**config.mk**
```make
export PLATFORM = sky130hd
export DESIGN_NAME = timestamp_to_civil_date_top
export DESIGN_NICKNAME = d
export VERILOG_FILES = /design/src/rtl/core/tcd_pkg.sv /design/src/rtl/core/tcd_day_div.sv /design/src/rtl/core/tcd_civil.sv /design/src/rtl/core/timestamp_to_civil_date_top.sv
export SDC_FILE = /design/constraint.sdc
export NUM_CORES = 2
export LEC_CHECK = 0
export BUFFER_PORTS_ARGS = -buffer_cell sky130_fd_sc_hd__buf_2
export CAP_MARGIN = 20
export CORE_ASPECT_RATIO = 1.2
export CORE_MARGIN = 1
export CORE_UTILIZATION = 40
export DETAILED_ROUTE_END_ITERATION = 6
export SYNTH_ARGS = -nofsm -noshare
export SYNTH_HDL_FRONTEND = slang
export SYNTH_SLANG_ARGS = --single-unit
```
**constraint.sdc**
```tcl
create_clock -name clk_i -period 10.3 [get_ports clk_i]
set_input_delay 0 -clock clk_i [delete_from_list [all_inputs] [get_ports clk_i]]
set_output_delay 0 -clock clk_i [all_outputs]
set_load 0.005 [all_outputs]
```
**src/rtl/core/tcd_pkg.sv**
```systemverilog
// Shared types and range constants for the timestamp to civil date pipeline.
`default_nettype none

package tcd_pkg;

  // Day count shifted to the March-based epoch (days since 0000-03-01)
  localparam int unsigned DaysW = 20;
  typedef logic [DaysW-1:0] days_t;

  typedef logic [11:0] year_t;
  typedef logic [3:0]  month_t;
  typedef logic [4:0]  mday_t;

  // Bounds on the shifted day count over every 64-bit nanosecond value
  localparam days_t ShiftedDaysMin = days_t'(612716);
  localparam days_t ShiftedDaysMax = days_t'(826221);

  localparam year_t YearMin = year_t'(1677);
  localparam year_t YearMax = year_t'(2262);

endpackage : tcd_pkg

`default_nettype wire

```
**src/rtl/core/tcd_day_div.sv**
```systemverilog
// Floor division of signed nanoseconds into days, shifted to the March-based epoch.
`default_nettype none

module tcd_day_div (
  input  logic           clk_i,
  input  logic           rst_ni,
  input  logic           in_valid_i,
  output logic           in_ready_o,
  input  logic [63:0]    time_ns_i,
  output logic           out_valid_o,
  input  logic           out_ready_i,
  output tcd_pkg::days_t days_o
);
  import tcd_pkg::*;

  // 86400e9 = 2^16 * 1318359375; the power of two goes as an arithmetic shift
  localparam int unsigned NsShift    = 16;
  localparam logic [30:0] NsDivisor  = 31'd1318359375;
  localparam logic [19:0] EpochShift = 20'd719468;
  // Epoch shift folded into the dividend so that it is never negative
  localparam logic [49:0] EpochOffset = 50'(EpochShift) * 50'(NsDivisor);
  localparam int unsigned RecipShift = 52;
  localparam logic [21:0] DayRecip   = 22'((64'd1 << RecipShift) / NsDivisor);

  logic [3:0] valid_q;
  logic       rdy0, rdy1, rdy2, rdy3;

  assign rdy3 = !valid_q[3] || out_ready_i;
  assign rdy2 = !valid_q[2] || rdy3;
  assign rdy1 = !valid_q[1] || rdy2;
  assign rdy0 = !valid_q[0] || rdy1;

  always_ff @(posedge clk_i or negedge rst_ni) begin
    if (!rst_ni) begin
      valid_q <= '0;
    end else begin
      if (rdy0) valid_q[0] <= in_valid_i;
      if (rdy1) valid_q[1] <= valid_q[0];
      if (rdy2) valid_q[2] <= valid_q[1];
      if (rdy3) valid_q[3] <= valid_q[2];
    end
  end

  // Stage 0: shifted dividend
  logic [49:0] u_d, u_q;
  assign u_d = {{2{time_ns_i[63]}}, time_ns_i[63:NsShift]} + EpochOffset;

  // Stage 1: quotient estimate from the top bits, low by at most one
  logic [51:0] est_prod;
  logic [19:0] qest1_d, qest1_q;
  logic [32:0] ulo1_q;
  assign est_prod = 52'(u_q[49:20]) * 52'(DayRecip);
  assign qest1_d  = est_prod[51:32];

  // Stage 2: back-multiply, only the low bits matter since the remainder is < 2^32
  logic [32:0] qd_d, qd_q;
  logic [19:0] qest2_q;
  logic [32:0] ulo2_q;
  assign qd_d = 33'(qest1_q) * 33'(NsDivisor);

  // Stage 3: single correction step
  logic [32:0] rem;
  days_t       days_d, days_q;
  assign rem    = ulo2_q - qd_q;
  assign days_d = days_t'(qest2_q) + days_t'(rem >= 33'(NsDivisor));

  always_ff @(posedge clk_i) begin
    if (rdy0) u_q <= u_d;
    if (rdy1) begin
      qest1_q <= qest1_d;
      ulo1_q  <= u_q[32:0];
    end
    if (rdy2) begin
      qd_q    <= qd_d;
      qest2_q <= qest1_q;
      ulo2_q  <= ulo1_q;
    end
    if (rdy3) days_q <= days_d;
  end

  assign in_ready_o  = rdy0;
  assign out_valid_o = valid_q[3];
  assign days_o      = days_q;

endmodule : tcd_day_div

`default_nettype wire

```
**src/rtl/core/tcd_civil.sv**
```systemverilog
// Era, year of era, day of year and March-based month split into year, month and day.
`default_nettype none

module tcd_civil (
  input  logic            clk_i,
  input  logic            rst_ni,
  input  logic            in_valid_i,
  output logic            in_ready_o,
  input  tcd_pkg::days_t  days_i,
  output logic            out_valid_o,
  input  logic            out_ready_i,
  output tcd_pkg::year_t  year_o,
  output tcd_pkg::month_t month_o,
  output tcd_pkg::mday_t  day_o
);
  import tcd_pkg::*;

  localparam int unsigned DaysPerEra = 146097;
  localparam days_t       Era4Start  = days_t'(4 * DaysPerEra);
  localparam days_t       Era5Start  = days_t'(5 * DaysPerEra);
  localparam year_t       Era4Year   = year_t'(4 * 400);
  localparam year_t       Era5Year   = year_t'(5 * 400);

  // floor(x / c) = (x * ceil-ish reciprocal) >> 36, exact for x, c < 2^18
  localparam int unsigned RecipShift = 36;
  localparam logic [25:0] Recip1460  = 26'((64'd1 << RecipShift) / 1460 + 1);
  localparam logic [27:0] Recip365   = 28'((64'd1 << RecipShift) / 365 + 1);
  localparam logic [28:0] Recip153   = 29'((64'd1 << RecipShift) / 153 + 1);

  localparam logic [17:0] Cent1 = 18'd36524;
  localparam logic [17:0] Cent2 = 18'd73048;
  localparam logic [17:0] Cent3 = 18'd109572;
  localparam logic [17:0] Cent4 = 18'd146096;

  // First day of each March-based month within the year
  function automatic logic [8:0] month_start(input logic [3:0] mp);
    logic [8:0] s;
    unique case (mp)
      4'd0:    s = 9'd0;
      4'd1:    s = 9'd31;
      4'd2:    s = 9'd61;
      4'd3:    s = 9'd92;
      4'd4:    s = 9'd122;
      4'd5:    s = 9'd153;
      4'd6:    s = 9'd184;
      4'd7:    s = 9'd214;
      4'd8:    s = 9'd245;
      4'd9:    s = 9'd275;
      4'd10:   s = 9'd306;
      4'd11:   s = 9'd337;
      default: s = 9'd0;
    endcase
    return s;
  endfunction

  logic [5:0] valid_q;
  logic       rdy0, rdy1, rdy2, rdy3, rdy4, rdy5;

  assign rdy5 = !valid_q[5] || out_ready_i;
  assign rdy4 = !valid_q[4] || rdy5;
  assign rdy3 = !valid_q[3] || rdy4;
  assign rdy2 = !valid_q[2] || rdy3;
  assign rdy1 = !valid_q[1] || rdy2;
  assign rdy0 = !valid_q[0] || rdy1;

  always_ff @(posedge clk_i or negedge rst_ni) begin
    if (!rst_ni) begin
      valid_q <= '0;
    end else begin
      if (rdy0) valid_q[0] <= in_valid_i;
      if (rdy1) valid_q[1] <= valid_q[0];
      if (rdy2) valid_q[2] <= valid_q[1];
      if (rdy3) valid_q[3] <= valid_q[2];
      if (rdy4) valid_q[4] <= valid_q[3];
      if (rdy5) valid_q[5] <= valid_q[4];
    end
  end

  // Stage 0: era is only ever 4 or 5 over the input range
  logic        era5_0_d, era5_0_q;
  logic [17:0] doe0_d, doe0_q;
  assign era5_0_d = days_i >= Era5Start;
  assign doe0_d   = 18'(days_i - (era5_0_d ? Era5Start : Era4Start));

  // Stage 1: leap-day corrected day of era
  logic [43:0] p1460;
  logic [7:0]  q1460;
  logic [2:0]  q36524;
  logic [17:0] adj1_d, adj1_q, doe1_q;
  logic        era5_1_q;
  assign p1460  = 44'(doe0_q) * 44'(Recip1460);
  assign q1460  = p1460[43:36];
  assign q36524 = 3'(doe0_q >= Cent1) + 3'(doe0_q >= Cent2) + 3'(doe0_q >= Cent3)
                + 3'(doe0_q >= Cent4);
  assign adj1_d = doe0_q - 18'(q1460) + 18'(q36524) - 18'(doe0_q >= Cent4);

  // Stage 2: year of era
  logic [45:0] p365;
  logic [8:0]  yoe2_d, yoe2_q;
  logic [17:0] doe2_q;
  logic        era5_2_q;
  assign p365   = 46'(adj1_q) * 46'(Recip365);
  assign yoe2_d = p365[44:36];

  // Stage 3: day of year and year before the Jan/Feb fix-up
  logic [1:0]  q100;
  logic [17:0] yr_days;
  logic [8:0]  doy3_d, doy3_q;
  year_t       ybase3_d, ybase3_q;
  assign q100     = 2'(yoe2_q >= 9'd100) + 2'(yoe2_q >= 9'd200) + 2'(yoe2_q >= 9'd300);
  assign yr_days  = 18'(yoe2_q) * 18'd365 + 18'(yoe2_q[8:2]) - 18'(q100);
  assign doy3_d   = 9'(doe2_q - yr_days);
  assign ybase3_d = year_t'(yoe2_q) + (era5_2_q ? Era5Year : Era4Year);

  // Stage 4: March-based month
  logic [10:0] mp_num;
  logic [39:0] p153;
  logic [3:0]  mp4_d, mp4_q;
  logic [8:0]  doy4_q;
  year_t       ybase4_q;
  assign mp_num = 11'({doy3_q, 2'b00}) + 11'(doy3_q) + 11'd2;
  assign p153   = 40'(mp_num) * 40'(Recip153);
  assign mp4_d  = p153[39:36];

  // Stage 5: calendar fields
  logic   jan_feb;
  year_t  year_d, year_q;
  month_t month_d, month_q;
  mday_t  day_d, day_q;
  assign jan_feb = mp4_q >= 4'd10;
  assign day_d   = mday_t'(doy4_q - month_start(mp4_q) + 9'd1);
  assign month_d = jan_feb ? month_t'(mp4_q - 4'd9) : month_t'(mp4_q + 4'd3);
  assign year_d  = ybase4_q + year_t'(jan_feb);

  always_ff @(posedge clk_i) begin
    if (rdy0) begin
      era5_0_q <= era5_0_d;
      doe0_q   <= doe0_d;
    end
    if (rdy1) begin
      adj1_q   <= adj1_d;
      doe1_q   <= doe0_q;
      era5_1_q <= era5_0_q;
    end
    if (rdy2) begin
      yoe2_q   <= yoe2_d;
      doe2_q   <= doe1_q;
      era5_2_q <= era5_1_q;
    end
    if (rdy3) begin
      doy3_q   <= doy3_d;
      ybase3_q <= ybase3_d;
    end
    if (rdy4) begin
      mp4_q    <= mp4_d;
      doy4_q   <= doy3_q;
      ybase4_q <= ybase3_q;
    end
    if (rdy5) begin
      year_q  <= year_d;
      month_q <= month_d;
      day_q   <= day_d;
    end
  end

  assign in_ready_o  = rdy0;
  assign out_valid_o = valid_q[5];
  assign year_o      = year_q;
  assign month_o     = month_q;
  assign day_o       = day_q;

endmodule : tcd_civil

`default_nettype wire

```
**src/rtl/core/timestamp_to_civil_date_top.sv**
```systemverilog
// Top level: signed nanosecond timestamp to proleptic Gregorian year, month and day.
// Pipeline: 4 division stages followed by 6 calendar stages.
// Throughput: one item per cycle; each stage holds while the stage after it is full and stalled.
// Any stage without a valid item takes a new one, so bubbles close up under back-pressure.
// Reset: asynchronous active low, clears all valid bits; data registers are not reset.
`default_nettype none

module timestamp_to_civil_date_top (
  input  logic                clk_i,
  input  logic                rst_ni,
  input  logic                in_valid_i,
  output logic                in_ready_o,
  input  logic [63:0]         time_ns_i,
  output logic                out_valid_o,
  input  logic                out_ready_i,
  output tcd_pkg::year_t      year_o,
  output tcd_pkg::month_t     month_o,
  output tcd_pkg::mday_t      day_o
);
  import tcd_pkg::*;

  logic  dd_valid, dd_ready;
  days_t dd_days;

  tcd_day_div u_day_div (
    .clk_i       (clk_i),
    .rst_ni      (rst_ni),
    .in_valid_i  (in_valid_i),
    .in_ready_o  (in_ready_o),
    .time_ns_i   (time_ns_i),
    .out_valid_o (dd_valid),
    .out_ready_i (dd_ready),
    .days_o      (dd_days)
  );

  tcd_civil u_civil (
    .clk_i       (clk_i),
    .rst_ni      (rst_ni),
    .in_valid_i  (dd_valid),
    .in_ready_o  (dd_ready),
    .days_i      (dd_days),
    .out_valid_o (out_valid_o),
    .out_ready_i (out_ready_i),
    .year_o      (year_o),
    .month_o     (month_o),
    .day_o       (day_o)
  );

  // The input side only stalls when every stage is full and the output is held
  assert property (@(posedge clk_i) disable iff (!rst_ni)
    !in_ready_o |-> (out_valid_o && !out_ready_i))
    else $error("input stalled without a full, blocked pipeline");

  assert property (@(posedge clk_i) disable iff (!rst_ni)
    dd_valid |-> (dd_days >= ShiftedDaysMin && dd_days <= ShiftedDaysMax))
    else $error("shifted day count out of range");

  assert property (@(posedge clk_i) disable iff (!rst_ni)
    out_valid_o |-> (year_o >= YearMin && year_o <= YearMax && month_o >= 4'd1 &&
                     month_o <= 4'd12 && day_o >= 5'd1))
    else $error("calendar fields out of range");

endmodule : timestamp_to_civil_date_top

`default_nettype wire
```
==> results <==
- STA puts the critical path data arrival time at a little over 10 ns.
- In the final layout, the share of cells above drive strength 1 is 3.952%.
- The worst setup path is launched from a register.
- The most used flip-flop cell after synthesis is sky130_fd_sc_hd__edfxtp_1.
- Setup repair after global routing left no endpoint under its margin.
- After synthesis the netlist holds a flip-flop and latch count of about 350.
- In this run the tightest slew margin relative to its limit is approximately 32%.
- In this run the cell area of the synthesized design comes to ~0.054 sq mm.
- Sequential cells were found to cover 19.33% of the synthesized design area.
- The commonest cells after synthesis are sky130_fd_sc_hd__inv_1, sky130_fd_sc_hd__ha_1, sky130_fd_sc_hd__fa_1.
- Yosys mapped a number of flops with a built-in enable equal to around 340.
- The proportion of register bits with asynchronous set or reset after synthesis is between 2 and 3%.
- The H-tree was split into 2 levels.
- The largest single stage delay on the critical path is 0.61 ns.
- The first global-routing pass estimated 200.5 mm of wire.
- The number of nets in the layout is 7112.
- The worst path uses 94.42% of the clock period.
- The routed wire length is approximately 120 mm.
- Once detail routing completed, the nets flagged for antenna violations numbered 0.
- The class of the most critical hold timing path is in -> reg.
- The final-report max-slew violation count is 0.
- By area the synthesized netlist is led by sky130_fd_sc_hd__fa_1, sky130_fd_sc_hd__ha_1, sky130_fd_sc_hd__edfxtp_1.
- The HPWL after detailed placement is about 110 mm.
- The most frequent cell on the critical path is sky130_fd_sc_hd__fa_1.
- The clock-pin slew of the registers on the worst-case setup and hold paths is 0.06 ns.
- The filler cells instantiated in the layout total between 10000 and 15000.
- The total overflow reported by the global router is 0.
- The first routing iteration left 1324 violations.
- The worst-path maximum fanout is 8.
- After detailed routing, the number of remaining DRC violations is 0.
- In this run, CTS created clock tree buffers numbering 43.
- Buffers placed on the I/O ports in this run total 74.
- The number of different library cells used by synthesis comes to 76.
- The ratio of routed vias to standard cells is 4.869.
- The via count of the first global-routing pass came to between 30000 and 40000.
- The number of antenna violations at the first check in global routing is 1.
- The worst path needs ~10 ns of the cycle, external delays included.
- The pin count of the biggest net entering global routing is 86.
- The top cell type by area accounts for 31.69% of the synthesized area.
- The height of the chip is 404.5 um.
- The first-pass iteration count of the detailed router is 5.
- The final-report hold violation count came to 0.
- The die span in x is 337.5 um.
- For this configuration, the core starts out at a cell density of 40.34%.
- The cell sitting at the root of the clock tree is a sky130_fd_sc_hd__clkbuf_16.
- The maximum clock rate is ~100 MHz.
- Global routing used 18.91% of the available tracks across all layers.
- TritonCTS built the clock tree.
- sky130_fd_sc_hd__inv_1 is the most common cell in the netlist.
- The slew of the pin with the lowest slew margin is 1.015 ns.
- The clock passes through at most 3 buffers.
- The die area is 0.1365 sq mm.
- On the final layout, the worst clock skew is between 0.03 and 0.04 ns.
- The post-synth net total is roughly 6900.
- The via count of the routed design is 33970.
- The slowest cell on the critical path is sky130_fd_sc_hd__fa_1.
- The post-synthesis average cell area is 10.94 sq um.
- Broken down by cell family, the worst path's largest delay share belongs to adder cells.
- For the worst-skew pair, the clock arrives at the later sink with an insertion delay of around 0.63 ns.
- The run finished with clean final reports.
- The area of the core is 0.1339 sq mm.
- The clock net sink count is 351.
- The number of placement rows is 147.
- Compared with the post-synthesis result, the final layout area differs by 9.530%.
- The biggest area consumer among synthesized cells is sky130_fd_sc_hd__fa_1.
- The type of element capturing the critical path is a register.
- between 90 and 100 I/O pins were placed.
- The total negative slack for setup checks is 0 ns.
- The global placement routability congestion is 0.9425.
- Data on the critical path is required at its endpoint by 10.66 ns.
- The Yosys step of the flow raised 0 warnings.
- The post-synthesis instance total is between 4000 and 5000.
- Dividing the detail-routed wire length by the instance count gives 17.44 um.
- The kind of critical path is reg -> reg.
- Together, buffers and inverters on the worst path number 5.
- The final number of setup-violating endpoints is 0.
- The tool flagged a number of max-cap violations equal to 0.
==> cells in the final DEF (no fill, tap or decap), types with 23 or more instances in the layout <==
cell type	Yosys	layout
sky130_fd_sc_hd__inv_1	1375	1374
sky130_fd_sc_hd__ha_1	1034	1034
sky130_fd_sc_hd__fa_1	855	855
sky130_fd_sc_hd__edfxtp_1	336	336
sky130_fd_sc_hd__xnor2_1	172	172
sky130_fd_sc_hd__a21oi_1	151	150
sky130_fd_sc_hd__nor2_1	126	126
sky130_fd_sc_hd__nand2_1	119	118
sky130_fd_sc_hd__dlygate4sd3_1	0	85
sky130_fd_sc_hd__o21ai_0	79	79
sky130_fd_sc_hd__buf_2	0	74
sky130_fd_sc_hd__xor2_1	64	64
sky130_fd_sc_hd__nand3_1	63	62
sky130_fd_sc_hd__a21o_1	54	54
sky130_fd_sc_hd__nor3_1	51	51
sky130_fd_sc_hd__clkbuf_16	0	43
sky130_fd_sc_hd__o21a_1	34	34
sky130_fd_sc_hd__a211oi_1	33	32
sky130_fd_sc_hd__nor2b_1	28	28
sky130_fd_sc_hd__nand2b_1	28	28
sky130_fd_sc_hd__nand4_1	23	23
sky130_fd_sc_hd__o21bai_1	23	23
sky130_fd_sc_hd__o21ai_1	23	23
==> area by class of cell <==
| class | instances | area [sq um] | share of cell area [%] |
|---|---|---|---|
| multi-input combinational | 3201 | 38420 | 64.94 |
| sequential | 351 | 10440 | 17.65 |
| inverter | 1376 | 5166 | 8.732 |
| tap | 1788 | 2237 | 3.781 |
| timing repair buffer | 182 | 1414 | 2.390 |
| clock buffer | 51 | 1126 | 1.903 |
| clock inverter | 26 | 354.1 | 0.5985 |
| antenna | 1 | 2.502 | 0.004230 |
==> path summary, 6_finish.rpt <==
path | end | slack [ns] | start | depth (start not counted)
worst max register to register | u_civil.adj1_q[16]$_DFFE_PP_ | 0.57 | u_civil.doe0_q[13]$_DFFE_PP_ | 35
min in group asynchronous | u_civil.valid_q[2]$_DFFE_PN0P_ | 0.47 | rst_ni | 3
worst min register to register | u_civil.doe2_q[0]$_DFFE_PP_ | 0.41 | u_civil.doe1_q[0]$_DFFE_PP_ | 0
worst min-delay path | u_day_div.u_q[0]$_DFFE_PP_ | 0.13 | time_ns_i[16] | 2
worst max-delay path | u_civil.adj1_q[16]$_DFFE_PP_ | 0.57 | u_civil.doe0_q[13]$_DFFE_PP_ | 35
max in group asynchronous | u_civil.valid_q[3]$_DFFE_PN0P_ | 9.43 | rst_ni | 3
==> metrics by stage <==
step           hold slack [ns]  instances  instance area [sq um]  utilization [%]  worst slack, ns
3_3_place_gp           -0.1059       6811                  56770            42.40           0.6000
6_report                0.1320       6976                  59160            44.18           0.5749
3_5_place_dp          -0.09577       6811                  56770            42.40           0.4692
2_1_floorplan          -0.2956       4937                  54010                -            1.583
4_1_cts                0.08628       6973                  59100            44.14           0.4454
5_1_grt                 0.1102       6975                  59160            44.18          0.06687
==> flip-flops by register name (all words and copies together) (netlist names), 18 cells and up, named ones only <==
name,cells
u_day_div.qest1_q,20
u_day_div.ulo2_q,33
u_day_div.u_q,49
u_civil.adj1_q,18
u_day_div.qd_q,32
u_day_div.qest2_q,20
u_day_div.ulo1_q,33
u_civil.doe0_q,18
u_day_div.days_o,20
==> timing repair <==
item / CTS / global route
endpoints found under the setup margin: 0 / 2
endpoints found under the hold margin: 60 / 0
gates resized for setup: 0 / 5
buffers inserted: 0 / 0
hold buffers: 85 / 0
==> metal layers <==
| metal | part of all wire [%] | GRT usage, % | vias up |
|---|---|---|---|
| li1 | - | - | 16320 |
| met1 | 41 | 22.67 | 16990 |
| met2 | 53 | 35.33 | 471 |
| met3 | 2.6 | 1.833 | 180 |
| met4 | 3.1 | 5.644 | 0 |
| met5 | 0 | 0 | - |
==> cells by family (layout without fill, tap and decap cells) <==
group	after synthesis	count (layout)	synth area share (%)
buffers and inverters	1385	1635	9.625
multiplexers	4	4	0.07644
AO/OA/AOI/OAI	538	538	6.606
other	0	1	0
flip-flops	351	351	19.33
XOR/XNOR	236	236	3.827
AND/OR/NAND/NOR	534	534	4.897
adder cells (fa/ha/maj)	1889	1889	55.64
Power is left out: the tool's default activity adds up to more than one toggle a clock period on the data nets, which glitch-free logic cannot reach.
